**src/rtl/gspt_pkg.sv**
```systemverilog
// ----------------------------------------------------------------------------
// gspt_pkg
// Shared types and constants for the gyro swing peak/trough detector.
// ----------------------------------------------------------------------------
package gspt_pkg;

   localparam int RATE_W  = 16;   // raw gyro rate sample
   localparam int MS_W    = 10;   // elapsed milliseconds
   localparam int INC_W   = 26;   // angle increment, 1/131000 degree
   localparam int TOT_W   = 30;   // running window total
   localparam int THR_W   = 26;   // threshold registers
   localparam int CODE_W  = 2;
   localparam int REQ_W   = 32;   // request tdata, padded to whole bytes
   localparam int RSP_W   = 32;   // response tdata
   localparam int CSR_IDX_W = 1;

   localparam logic signed [THR_W-1:0] ON_THR_RESET  = THR_W'(393000);
   localparam logic signed [THR_W-1:0] OFF_THR_RESET = '0;

   typedef enum logic [CODE_W-1:0] {
      EVT_NONE = 2'd0,
      EVT_ON   = 2'd1,
      EVT_OFF  = 2'd2
   } event_code_type;

   typedef enum logic [CSR_IDX_W-1:0] {
      CSR_ON_THR  = 1'b0,
      CSR_OFF_THR = 1'b1
   } csr_index_type;

   // running totals handed from the window to the detector
   typedef struct packed {
      logic signed [TOT_W-1:0] cur_total;
      logic signed [TOT_W-1:0] prev_total;
   } totals_type;

endpackage

```
**src/rtl/gspt_ram.sv**
```systemverilog
// ----------------------------------------------------------------------------
// gspt_ram
// Generic single-write, single-read RAM with registered read data.
// ----------------------------------------------------------------------------
module gspt_ram #(
   parameter int WIDTH = 26,
   parameter int DEPTH = 10
) (
   input  logic                     clock,
   input  logic                     wr_en,
   input  logic [$clog2(DEPTH)-1:0] wr_addr,
   input  logic [WIDTH-1:0]         wr_data,
   input  logic [$clog2(DEPTH)-1:0] rd_addr,
   output logic [WIDTH-1:0]         rd_data
);

   logic [WIDTH-1:0] mem_ff [DEPTH];
   logic [WIDTH-1:0] rd_data_ff;

   always_ff @(posedge clock) begin
      if (wr_en) begin
         mem_ff[wr_addr] <= wr_data;
      end
      rd_data_ff <= mem_ff[rd_addr];
   end

   assign rd_data = rd_data_ff;

endmodule

```
**src/rtl/gspt_window.sv**
```systemverilog
// ----------------------------------------------------------------------------
// gspt_window
// Increment ring and running total; the oldest entry is prefetched so that
// the registered ram read does not hold up the total update on a request.
// ----------------------------------------------------------------------------
module gspt_window #(
   parameter int WINDOW_LEN = 10
) (
   input  logic                                clock,
   input  logic                                reset,
   input  logic                                step,
   input  logic signed [gspt_pkg::INC_W-1:0]   increment,
   output gspt_pkg::totals_type                totals
);
   import gspt_pkg::*;

   localparam int POS_W = $clog2(WINDOW_LEN);
   localparam logic [POS_W-1:0] LAST_POS = POS_W'(WINDOW_LEN - 1);

   logic [POS_W-1:0]        pos_ff, pos_in;
   logic                    filled_ff, filled_in;
   logic signed [TOT_W-1:0] total_ff, total_in;
   logic [POS_W-1:0]        rd_addr;
   logic [INC_W-1:0]        rd_data;
   logic signed [INC_W-1:0] oldest;

   gspt_ram #(
      .WIDTH (INC_W),
      .DEPTH (WINDOW_LEN)
   ) u_ring (
      .clock   (clock),
      .wr_en   (step),
      .wr_addr (pos_ff),
      .wr_data (increment),
      .rd_addr (rd_addr),
      .rd_data (rd_data)
   );

   // slots not yet written since reset read as zero
   assign oldest = filled_ff ? signed'(rd_data) : '0;

   always_comb begin
      pos_in    = pos_ff;
      filled_in = filled_ff;
      if (step) begin
         if (pos_ff == LAST_POS) begin
            pos_in    = '0;
            filled_in = 1'b1;
         end else begin
            pos_in = pos_ff + POS_W'(1);
         end
      end
   end

   // read ahead the slot the next request will overwrite
   assign rd_addr = pos_in;

   assign total_in = total_ff
                   + {{(TOT_W-INC_W){increment[INC_W-1]}}, increment}
                   - {{(TOT_W-INC_W){oldest[INC_W-1]}}, oldest};

   always_ff @(posedge clock) begin
      if (reset) begin
         pos_ff    <= '0;
         filled_ff <= 1'b0;
         total_ff  <= '0;
      end else begin
         pos_ff    <= pos_in;
         filled_ff <= filled_in;
         if (step) begin
            total_ff <= total_in;
         end
      end
   end

   assign totals.cur_total  = total_in;
   assign totals.prev_total = total_ff;

endmodule

```
**src/rtl/gspt_detect.sv**
```systemverilog
// ----------------------------------------------------------------------------
// gspt_detect
// Level and direction tests with arming, and the response register.
// ----------------------------------------------------------------------------
module gspt_detect #(
   parameter int WINDOW_LEN = 10
) (
   input  logic                                       clock,
   input  logic                                       reset,
   input  logic                                       step,
   input  gspt_pkg::totals_type                       totals,
   input  logic signed [gspt_pkg::THR_W+$clog2(WINDOW_LEN+1)-1:0] on_level,
   input  logic signed [gspt_pkg::THR_W+$clog2(WINDOW_LEN+1)-1:0] off_level,
   input  logic                                       rsp_tready,
   output logic                                       rsp_tvalid,
   output logic [gspt_pkg::RSP_W-1:0]                 rsp_tdata
);
   import gspt_pkg::*;

   localparam int LVL_W = THR_W + $clog2(WINDOW_LEN + 1);
   localparam int CMP_W = (LVL_W > TOT_W) ? LVL_W : TOT_W;

   logic signed [CMP_W-1:0] cur_x, prev_x, on_x, off_x;
   logic                    on_armed_ff, on_armed_in;
   logic                    off_armed_ff, off_armed_in;
   logic                    rsp_valid_ff, rsp_valid_in;
   event_code_type          code_in, code_ff;
   logic signed [TOT_W-1:0] total_ff;
   logic                    fire_on, fire_off;

   assign cur_x  = CMP_W'(totals.cur_total);
   assign prev_x = CMP_W'(totals.prev_total);
   assign on_x   = CMP_W'(on_level);
   assign off_x  = CMP_W'(off_level);

   assign fire_on  = (cur_x > on_x) && (cur_x > prev_x) && on_armed_ff;
   assign fire_off = (cur_x < off_x) && (cur_x < prev_x) && off_armed_ff;

   always_comb begin
      code_in      = EVT_NONE;
      on_armed_in  = on_armed_ff;
      off_armed_in = off_armed_ff;
      if (fire_on) begin
         code_in      = EVT_ON;
         on_armed_in  = 1'b0;
         off_armed_in = 1'b1;
      end
      if (fire_off) begin
         code_in      = EVT_OFF;
         off_armed_in = 1'b0;
         on_armed_in  = 1'b1;
      end
   end

   assign rsp_valid_in = step | (rsp_valid_ff & ~rsp_tready);

   always_ff @(posedge clock) begin
      if (reset) begin
         on_armed_ff  <= 1'b1;
         off_armed_ff <= 1'b1;
         rsp_valid_ff <= 1'b0;
      end else begin
         rsp_valid_ff <= rsp_valid_in;
         if (step) begin
            on_armed_ff  <= on_armed_in;
            off_armed_ff <= off_armed_in;
         end
      end
   end

   always_ff @(posedge clock) begin
      if (step) begin
         code_ff  <= code_in;
         total_ff <= totals.cur_total;
      end
   end

   assign rsp_tvalid = rsp_valid_ff;
   assign rsp_tdata  = {total_ff, code_ff};

endmodule

```
**src/rtl/gyro_swing_peak_trough_detector_top.sv**
```systemverilog
// ----------------------------------------------------------------------------
// gyro_swing_peak_trough_detector_top
// Moving-window total of gyro angle increments with armed peak/trough events.
// ----------------------------------------------------------------------------
// path: a request passes the input register, then the response register,
//   before response valid
// throughput: one request per cycle unless rsp_tready stalls; the oldest
//   ring slot is prefetched via the registered ram read to keep pace
// reset: synchronous; totals and ring position clear, both events armed,
//   thresholds to defaults; ring slots read as zero until first written
// ----------------------------------------------------------------------------
module gyro_swing_peak_trough_detector_top #(
   parameter int WINDOW_LEN = 10
) (
   input  logic                             clock,
   input  logic                             reset,
   // request: [15:0] rate_sample, [25:16] elapsed_ms, [31:26] zero
   input  logic                             req_tvalid,
   output logic                             req_tready,
   input  logic [gspt_pkg::REQ_W-1:0]       req_tdata,
   // response: [1:0] event_code, [31:2] window_total
   output logic                             rsp_tvalid,
   input  logic                             rsp_tready,
   output logic [gspt_pkg::RSP_W-1:0]       rsp_tdata,
   // register writes
   input  logic                             csr_valid,
   output logic                             csr_ready,
   input  logic [gspt_pkg::CSR_IDX_W-1:0]   csr_index,
   input  logic [gspt_pkg::THR_W-1:0]       csr_wdata
);
   import gspt_pkg::*;

   localparam int LVL_W = THR_W + $clog2(WINDOW_LEN + 1);
   localparam logic signed [LVL_W-1:0] WIN_MULT = LVL_W'(WINDOW_LEN);
   localparam logic signed [LVL_W-1:0] ON_LVL_RESET =
      LVL_W'(393000 * WINDOW_LEN);

   logic signed [RATE_W-1:0] rate;
   logic [MS_W-1:0]          ms;
   logic signed [INC_W-1:0]  inc_in, inc_ff;
   logic                     stage_valid_ff;
   logic                     step;
   logic                     req_accept;
   logic signed [LVL_W-1:0]  wdata_ext, level_in;
   logic signed [LVL_W-1:0]  on_level_ff, off_level_ff;
   totals_type               totals;

   assign rate = signed'(req_tdata[RATE_W-1:0]);
   assign ms   = req_tdata[RATE_W +: MS_W];

   assign inc_in = {{(INC_W-RATE_W){rate[RATE_W-1]}}, rate}
                 * signed'({{(INC_W-MS_W){1'b0}}, ms});

   // a request in the input register moves on once the response slot frees
   assign step       = stage_valid_ff & (~rsp_tvalid | rsp_tready);
   assign req_tready = ~stage_valid_ff | step;
   assign req_accept = req_tvalid & req_tready;

   always_ff @(posedge clock) begin
      if (reset) begin
         stage_valid_ff <= 1'b0;
      end else begin
         stage_valid_ff <= req_accept | (stage_valid_ff & ~step);
      end
   end

   always_ff @(posedge clock) begin
      if (req_accept) begin
         inc_ff <= inc_in;
      end
   end

   // thresholds are kept pre-scaled by the window length
   assign csr_ready = 1'b1;
   assign wdata_ext = {{(LVL_W-THR_W){csr_wdata[THR_W-1]}}, csr_wdata};
   assign level_in  = wdata_ext * WIN_MULT;

   always_ff @(posedge clock) begin
      if (reset) begin
         on_level_ff  <= ON_LVL_RESET;
         off_level_ff <= '0;
      end else if (csr_valid) begin
         unique case (csr_index_type'(csr_index))
            CSR_ON_THR: begin
               on_level_ff <= level_in;
            end
            CSR_OFF_THR: begin
               off_level_ff <= level_in;
            end
         endcase
      end
   end

   gspt_window #(
      .WINDOW_LEN (WINDOW_LEN)
   ) u_window (
      .clock     (clock),
      .reset     (reset),
      .step      (step),
      .increment (inc_ff),
      .totals    (totals)
   );

   gspt_detect #(
      .WINDOW_LEN (WINDOW_LEN)
   ) u_detect (
      .clock      (clock),
      .reset      (reset),
      .step       (step),
      .totals     (totals),
      .on_level   (on_level_ff),
      .off_level  (off_level_ff),
      .rsp_tready (rsp_tready),
      .rsp_tvalid (rsp_tvalid),
      .rsp_tdata  (rsp_tdata)
   );

endmodule

```
**config.mk**
```make
export PLATFORM = sky130hd
export DESIGN_NAME = gyro_swing_peak_trough_detector_top
export DESIGN_NICKNAME = d
export VERILOG_FILES = /design/src/rtl/gspt_pkg.sv /design/src/rtl/gspt_ram.sv /design/src/rtl/gspt_window.sv /design/src/rtl/gspt_detect.sv /design/src/rtl/gyro_swing_peak_trough_detector_top.sv
export SDC_FILE = /design/constraint.sdc
export NUM_CORES = 1
export LEC_CHECK = 0
export BUFFER_PORTS_ARGS = -buffer_cell sky130_fd_sc_hd__buf_2
export CAP_MARGIN = 20
export CORE_UTILIZATION = 60
export CTS_CLUSTER_DIAMETER = 30
export DETAILED_ROUTE_END_ITERATION = 7
export PLACE_DENSITY = 0.77
export SLEW_MARGIN = 10
export SYNTH_ARGS = -nofsm -noshare
export SYNTH_HDL_FRONTEND = slang
export SYNTH_HIERARCHICAL = 1
export SYNTH_SLANG_ARGS = --single-unit
```
**constraint.sdc**
```tcl
create_clock -name clock -period 13.3 [get_ports clock]
set_clock_uncertainty 0.2 [all_clocks]
set_input_delay 2.66 -clock clock [delete_from_list [all_inputs] [get_ports clock]]
set_output_delay 2.66 -clock clock [all_outputs]
set_load 0.005 [all_outputs]
```
==> flow_metrics.env, run 1 <==
export IMPL_grt_overflow=0
export IMPL_ant_nets=0
export IMPL_hold_buffers=0
export IMPL_syn_area_per_cell_sq_um=10.91
export IMPL_hpwl_mm=44.94
export IMPL_final_fill_count=3333
export IMPL_clk_pin_slew_worst_paths_ps=50
export IMPL_multi_input_area_sq_um=14850
export IMPL_drive_gt1_frac=0.1392
export IMPL_layout_cells_non_filler=3438
export IMPL_insertedDiodeCount=0
export IMPL_placementRows=80
export IMPL_cts_root_buf="clkbuf_16"
export IMPL_critical_path_class="input port to register"
export IMPL_io_pin_count=99
export IMPL_grt_total_usage=0.2744
export IMPL_final_common_cell="inv_1"
export IMPL_drc=0
export IMPL_setup_slack_ps=5601
export IMPL_die_area_sq_um=49010
export IMPL_yosys_warnings=6
export IMPL_first_global_vias=21035
export IMPL_final_nets=3213
export IMPL_path_max_fanout=16
export IMPL_ys_flop_type="edfxtp_1"
export IMPL_via_per_inst=5.857
export IMPL_rrSetupSlack_ps=6970
export IMPL_start_util=0.6061
export IMPL_grt_antenna_before_repair=0
export IMPL_dp_worst_setup_slack_ps=4959
export IMPL_worstSetupStartpointType="input port"
export IMPL_drv_cap=0
export IMPL_initialDrtViolationCount=1436
export IMPL_synthDistinctLibCells=98
export IMPL_finalCriticalPeriod_ps=7699
export IMPL_slew_headroom=0.2841
export IMPL_status="finished clean"
export IMPL_startpoint="req_tdata[18]"
export IMPL_vias=20135
export IMPL_cts_sinks=441
export IMPL_clock_fmax_mhz=129.9
export IMPL_synthArstFlopShare=0
export IMPL_clock_latency_ps=650
export IMPL_areaGrowthSynthToFinish_pct=14.42
export IMPL_core_area_sq_um=47650
export IMPL_die_h_microns=221.4
export IMPL_io_buffer_count=91
export IMPL_utilization=0.6934
export IMPL_tightest_slew_ps=1074
export IMPL_final_cell_mix="410 x inv_1, 318 x edfxtp_1, 227 x ha_1"
export IMPL_die_x_microns=221.4
export IMPL_ys_seq_area_frac=0.4160
export IMPL_endpoint_kind="register"
export IMPL_area_sequential_sq_um=12010
export IMPL_synth_edf_count=318
export IMPL_period_share=0.5789
export IMPL_dp_cells=3275
export IMPL_wl_mm=66.19
export IMPL_cts_max_level=3
export IMPL_drv_slew=0
export IMPL_numCtsBuffers=87
export IMPL_firstDrtPassIters=7
export IMPL_rsz0062_at_grt="false"
export IMPL_worstPathRequired_ps=13490
export IMPL_ys_seq_elements=441
export IMPL_tns_ps=0
export IMPL_cts_tree="built"
export IMPL_grt_start_max_net_pins=86
export IMPL_setup_viol=0
export IMPL_place_gp_congestion=0.8808
export IMPL_finalHoldViolations=0
export IMPL_crit_arrival_ps=7890
export IMPL_grt_pass1_wl_mm=106.3
export IMPL_clock_path_buffers=3
export IMPL_min_from="off_level_ff[1]"
export IMPL_wl_per_cell_microns=19.25
export IMPL_netlist_area_sq_um=28880
export IMPL_cts_resized=0
export IMPL_synthCells=2648
export IMPL_cts_setup_buffers=0
export IMPL_hp_class="register to register"
export IMPL_timing_rr_start="u_window/filled_ff"
## state kept, by name, indices dropped and copies added (netlist names)
| name | flops |
|---|---|
| u_window/u_ring/mem_ff | 260 |
| u_detect/total_ff | 30 |
| u_window/total_ff | 30 |
| off_level_ff | 29 |
| on_level_ff | 29 |
| inc_ff | 26 |
| u_window/u_ring/rd_data | 26 |
| u_window/pos_ff | 4 |
| u_detect/code_ff | 2 |
| stage_valid_ff | 1 |
| u_detect/off_armed_ff | 1 |
| u_detect/on_armed_ff | 1 |
| u_detect/rsp_tvalid | 1 |
| u_window/filled_ff | 1 |
## path summary, 6_finish.rpt
path,endpoint,depth (start not counted)
worst min-delay path,off_level_ff[1],2
worst min register to register,off_level_ff[1],2
worst max register to register,u_detect/off_armed_ff,19
worst max-delay path,inc_ff[25],18
## final cells by class
| type | count | share of cell area |
|---|---|---|
| inverter | 411 | 0.04669 |
| timing repair buffer | 116 | 0.02007 |
| clock buffer | 105 | 0.07108 |
| tap | 615 | 0.02329 |
| sequential | 441 | 0.3636 |
| clock inverter | 57 | 0.02587 |
| multi-input combinational | 1693 | 0.4494 |
## logic make-up (layout without fill, tap and decap cells)
logic type | count (synthesis) | in the layout | share of synthesized area
compound gates | 452 | 452 | 0.1082
xor+xnor | 74 | 74 | 0.02244
fa+ha+maj | 399 | 399 | 0.2176
other cells | 2 | 3 | 0.0002601
simple gates | 613 | 613 | 0.1063
mux | 152 | 152 | 0.05611
flops | 441 | 441 | 0.4160
buf+inv | 515 | 689 | 0.07314
## metal layers
| layer | track usage | up-vias | wire length (microns) |
|---|---|---|---|
| met4 | 0.1193 | 0 | 2109 |
| met5 | 0 | - | 0 |
| met2 | 0.4859 | 656 | 33630 |
| met1 | 0.3343 | 9977 | 26840 |
| met3 | 0.03798 | 141 | 3602 |
| li1 | - | 9361 | - |
## synthesized netlist by cell type, drive strengths merged, types with 12 or more instances
master	count	area (sq um)
edfxtp	318	9549
a21oi	121	624.4
clkbuf	72	334.1
a211oi	19	157.7
xor2	27	236.5
dfxtp	123	2462
o21a	15	112.6
o211ai	19	147.6
fa	172	3443
a21o	43	324.1
inv	411	1543
nand2	210	788.3
o21ai	64	335.3
nand2b	12	75.07
mux2	79	889.6
nor2	98	367.9
o22ai	28	181.4
nand3	48	240.2
mux2i	73	730.7
a22o	31	271.5
nand4	30	187.7
buf	31	225.2
xnor2	47	411.6
and2	116	725.7
o31ai	34	255.2
ha	227	2840
nor2b	17	106.4
nor3	25	125.1
a31oi	13	81.33
## worst max-delay path, cell delays in order
cell and delay, ps:
buf_2 290, nand2_1 190, fa_1 620, inv_1 140
fa_1 490, fa_1 510, fa_1 490, inv_1 50
fa_1 470, inv_1 40, ha_1 320, nand2_1 90
or3_1 380, nor2_1 210, or3b_1 430, a31oi_1 260
o41ai_1 110, xnor2_1 140
## through the flow
stage	instance area, sq um	hold WS (ps)
finish	33040	250.4
detailed placement	29810	248.1
CTS	33010	253.9
global placement	29810	241.6
global route	33040	271.2
floorplan	28880	225.1
Power of run 1 is left out: the tool's default activity adds up to more than one toggle a clock period on the data nets, which glitch-free logic cannot reach.
==> run 2: changes to the inputs <==
- CORE_UTILIZATION: 60 -> 57
- clock period: 13.3 -> 6.9 ns (I/O delays scaled with it)
==> flow_metrics.env, run 2 (synthesis results as in run 1) <==
export IMPL_status="finished clean"
export IMPL_core_area_sq_um=50070
export IMPL_first_global_vias=20923
export IMPL_setup_viol=0
export IMPL_cts_tree="built"
export IMPL_final_fill_count=3764
export IMPL_grt_start_max_net_pins=85
export IMPL_die_h_microns=227.1
export IMPL_utilization=0.6581
export IMPL_drv_slew=0
export IMPL_die_area_sq_um=51570
export IMPL_placementRows=82
export IMPL_io_buffer_count=91
export IMPL_drive_gt1_frac=0.1427
export IMPL_io_pin_count=99
export IMPL_wl_per_cell_microns=19.45
export IMPL_worstPathRequired_ps=7060
export IMPL_tns_ps=0
export IMPL_slew_headroom=0.2956
export IMPL_tightest_slew_ps=1056
export IMPL_final_cell_mix="410 x inv_1, 318 x edfxtp_1, 227 x ha_1"
export IMPL_area_sequential_sq_um=12010
export IMPL_cts_sinks=441
export IMPL_top_register="u_window/u_ring/mem_ff"
export IMPL_finalHoldViolations=0
export IMPL_via_per_inst=5.802
export IMPL_grt_total_usage=0.2684
export IMPL_grt_overflow=0
export IMPL_vias=20330
export IMPL_path_max_fanout=16
export IMPL_reg_top3="u_window/u_ring/mem_ff (260), u_detect/total_ff (30), u_window/total_ff (30)"
export IMPL_drv_cap=0
export IMPL_final_nets=3225
export IMPL_numCtsBuffers=82
export IMPL_grt_pass1_wl_mm=107.4
export IMPL_finalCriticalPeriod_ps=6298
export IMPL_clock_path_buffers=3
export IMPL_place_gp_congestion=0.8912
export IMPL_min_from="off_level_ff[5]"
export IMPL_insertedDiodeCount=0
export IMPL_initialDrtViolationCount=1436
export IMPL_clock_fmax_mhz=158.8
export IMPL_clk_pin_slew_worst_paths_ps=50
export IMPL_critical_path_class="input port to register"
export IMPL_period_share=0.9127
export IMPL_multi_input_area_sq_um=14850
export IMPL_hpwl_mm=47.13
export IMPL_rsz0062_at_grt="false"
export IMPL_drc=0
export IMPL_wl_mm=68.15
export IMPL_hold_buffers=0
export IMPL_firstDrtPassIters=7
export IMPL_largest_reg_flops=260
export IMPL_crit_arrival_ps=6450
export IMPL_endpoint_kind="register"
export IMPL_start_util=0.5767
export IMPL_holdPathStages=2
export IMPL_final_common_cell="inv_1"
export IMPL_areaGrowthSynthToFinish_pct=14.11
export IMPL_hp_class="register to register"
export IMPL_ff2ff_path_depth=19
export IMPL_cts_resized=0
export IMPL_die_x_microns=227.1
export IMPL_rrSetupSlack_ps=820
export IMPL_regToRegEndpoint="u_detect/off_armed_ff"
export IMPL_clock_latency_ps=620
export IMPL_timing_rr_start="inc_ff[5]"
export IMPL_ant_nets=0
export IMPL_cts_root_buf="clkbuf_16"
export IMPL_grt_antenna_before_repair=0
export IMPL_cts_setup_buffers=0
export IMPL_whs_endpoint="off_level_ff[5]"
export IMPL_cts_max_level=3
export IMPL_worstSetupStartpointType="input port"
run 2: area by class of cell:
type                            instances  share of cell area
Clock inverter                         55             0.02142
Multi-Input combinational cell       1693              0.4507
Timing Repair Buffer                  133             0.02400
Tap cell                              672             0.02552
Inverter                              411             0.04682
Clock buffer                           99             0.06706
Sequential cell                       441              0.3645
run 2: worst max path at each step:
stage / startpoint / cells past startpoint / end / slack [ps]
global placement: req_tdata[21] / 18 / inc_ff[25] / 170
CTS: req_tdata[21] / 18 / inc_ff[25] / 680
detailed placement: req_tdata[21] / 18 / inc_ff[25] / 40
global route: req_tdata[18] / 19 / inc_ff[25] / 370
floorplan: req_tdata[15] / 18 / inc_ff[25] / 270
finish: req_tdata[21] / 18 / inc_ff[25] / 600
run 2: per-layer routing:
metal	global-route usage	vias to the layer above	routed length, microns
met4	0.1238	0	2271
met3	0.03782	154	3567
li1	-	9384	-
met5	0	-	0
met1	0.3364	10116	27980
met2	0.4600	676	34340
run 2: stage by stage:
stage / area (sq um) / cells / setup slack, ps / hold slack, ps
2_1_floorplan: 28880 / 2649 / 266.4 / 225.1
3_3_place_gp: 30010 / 3349 / 166.4 / 239.6
3_5_place_dp: 30040 / 3350 / 38.87 / 248.4
4_1_cts: 32950 / 3504 / 679.7 / 254.0
5_1_grt: 32950 / 3504 / 366.1 / 284.7
6_report: 32950 / 3504 / 602.3 / 256.8
run 2: worst max-delay path: stages:
cell and delay (ps):
buf_2 290, nand2_1 140, fa_1 550, inv_1 60, fa_1 540, fa_1 430, fa_1 490, inv_1 50
fa_1 470, inv_1 40, ha_1 370, nand2_1 100, or3_1 380, nor2_1 170, or3b_1 430, a31oi_1 290
o41ai_1 120, xnor2_1 140
Power of run 2 is left out for the same reason.
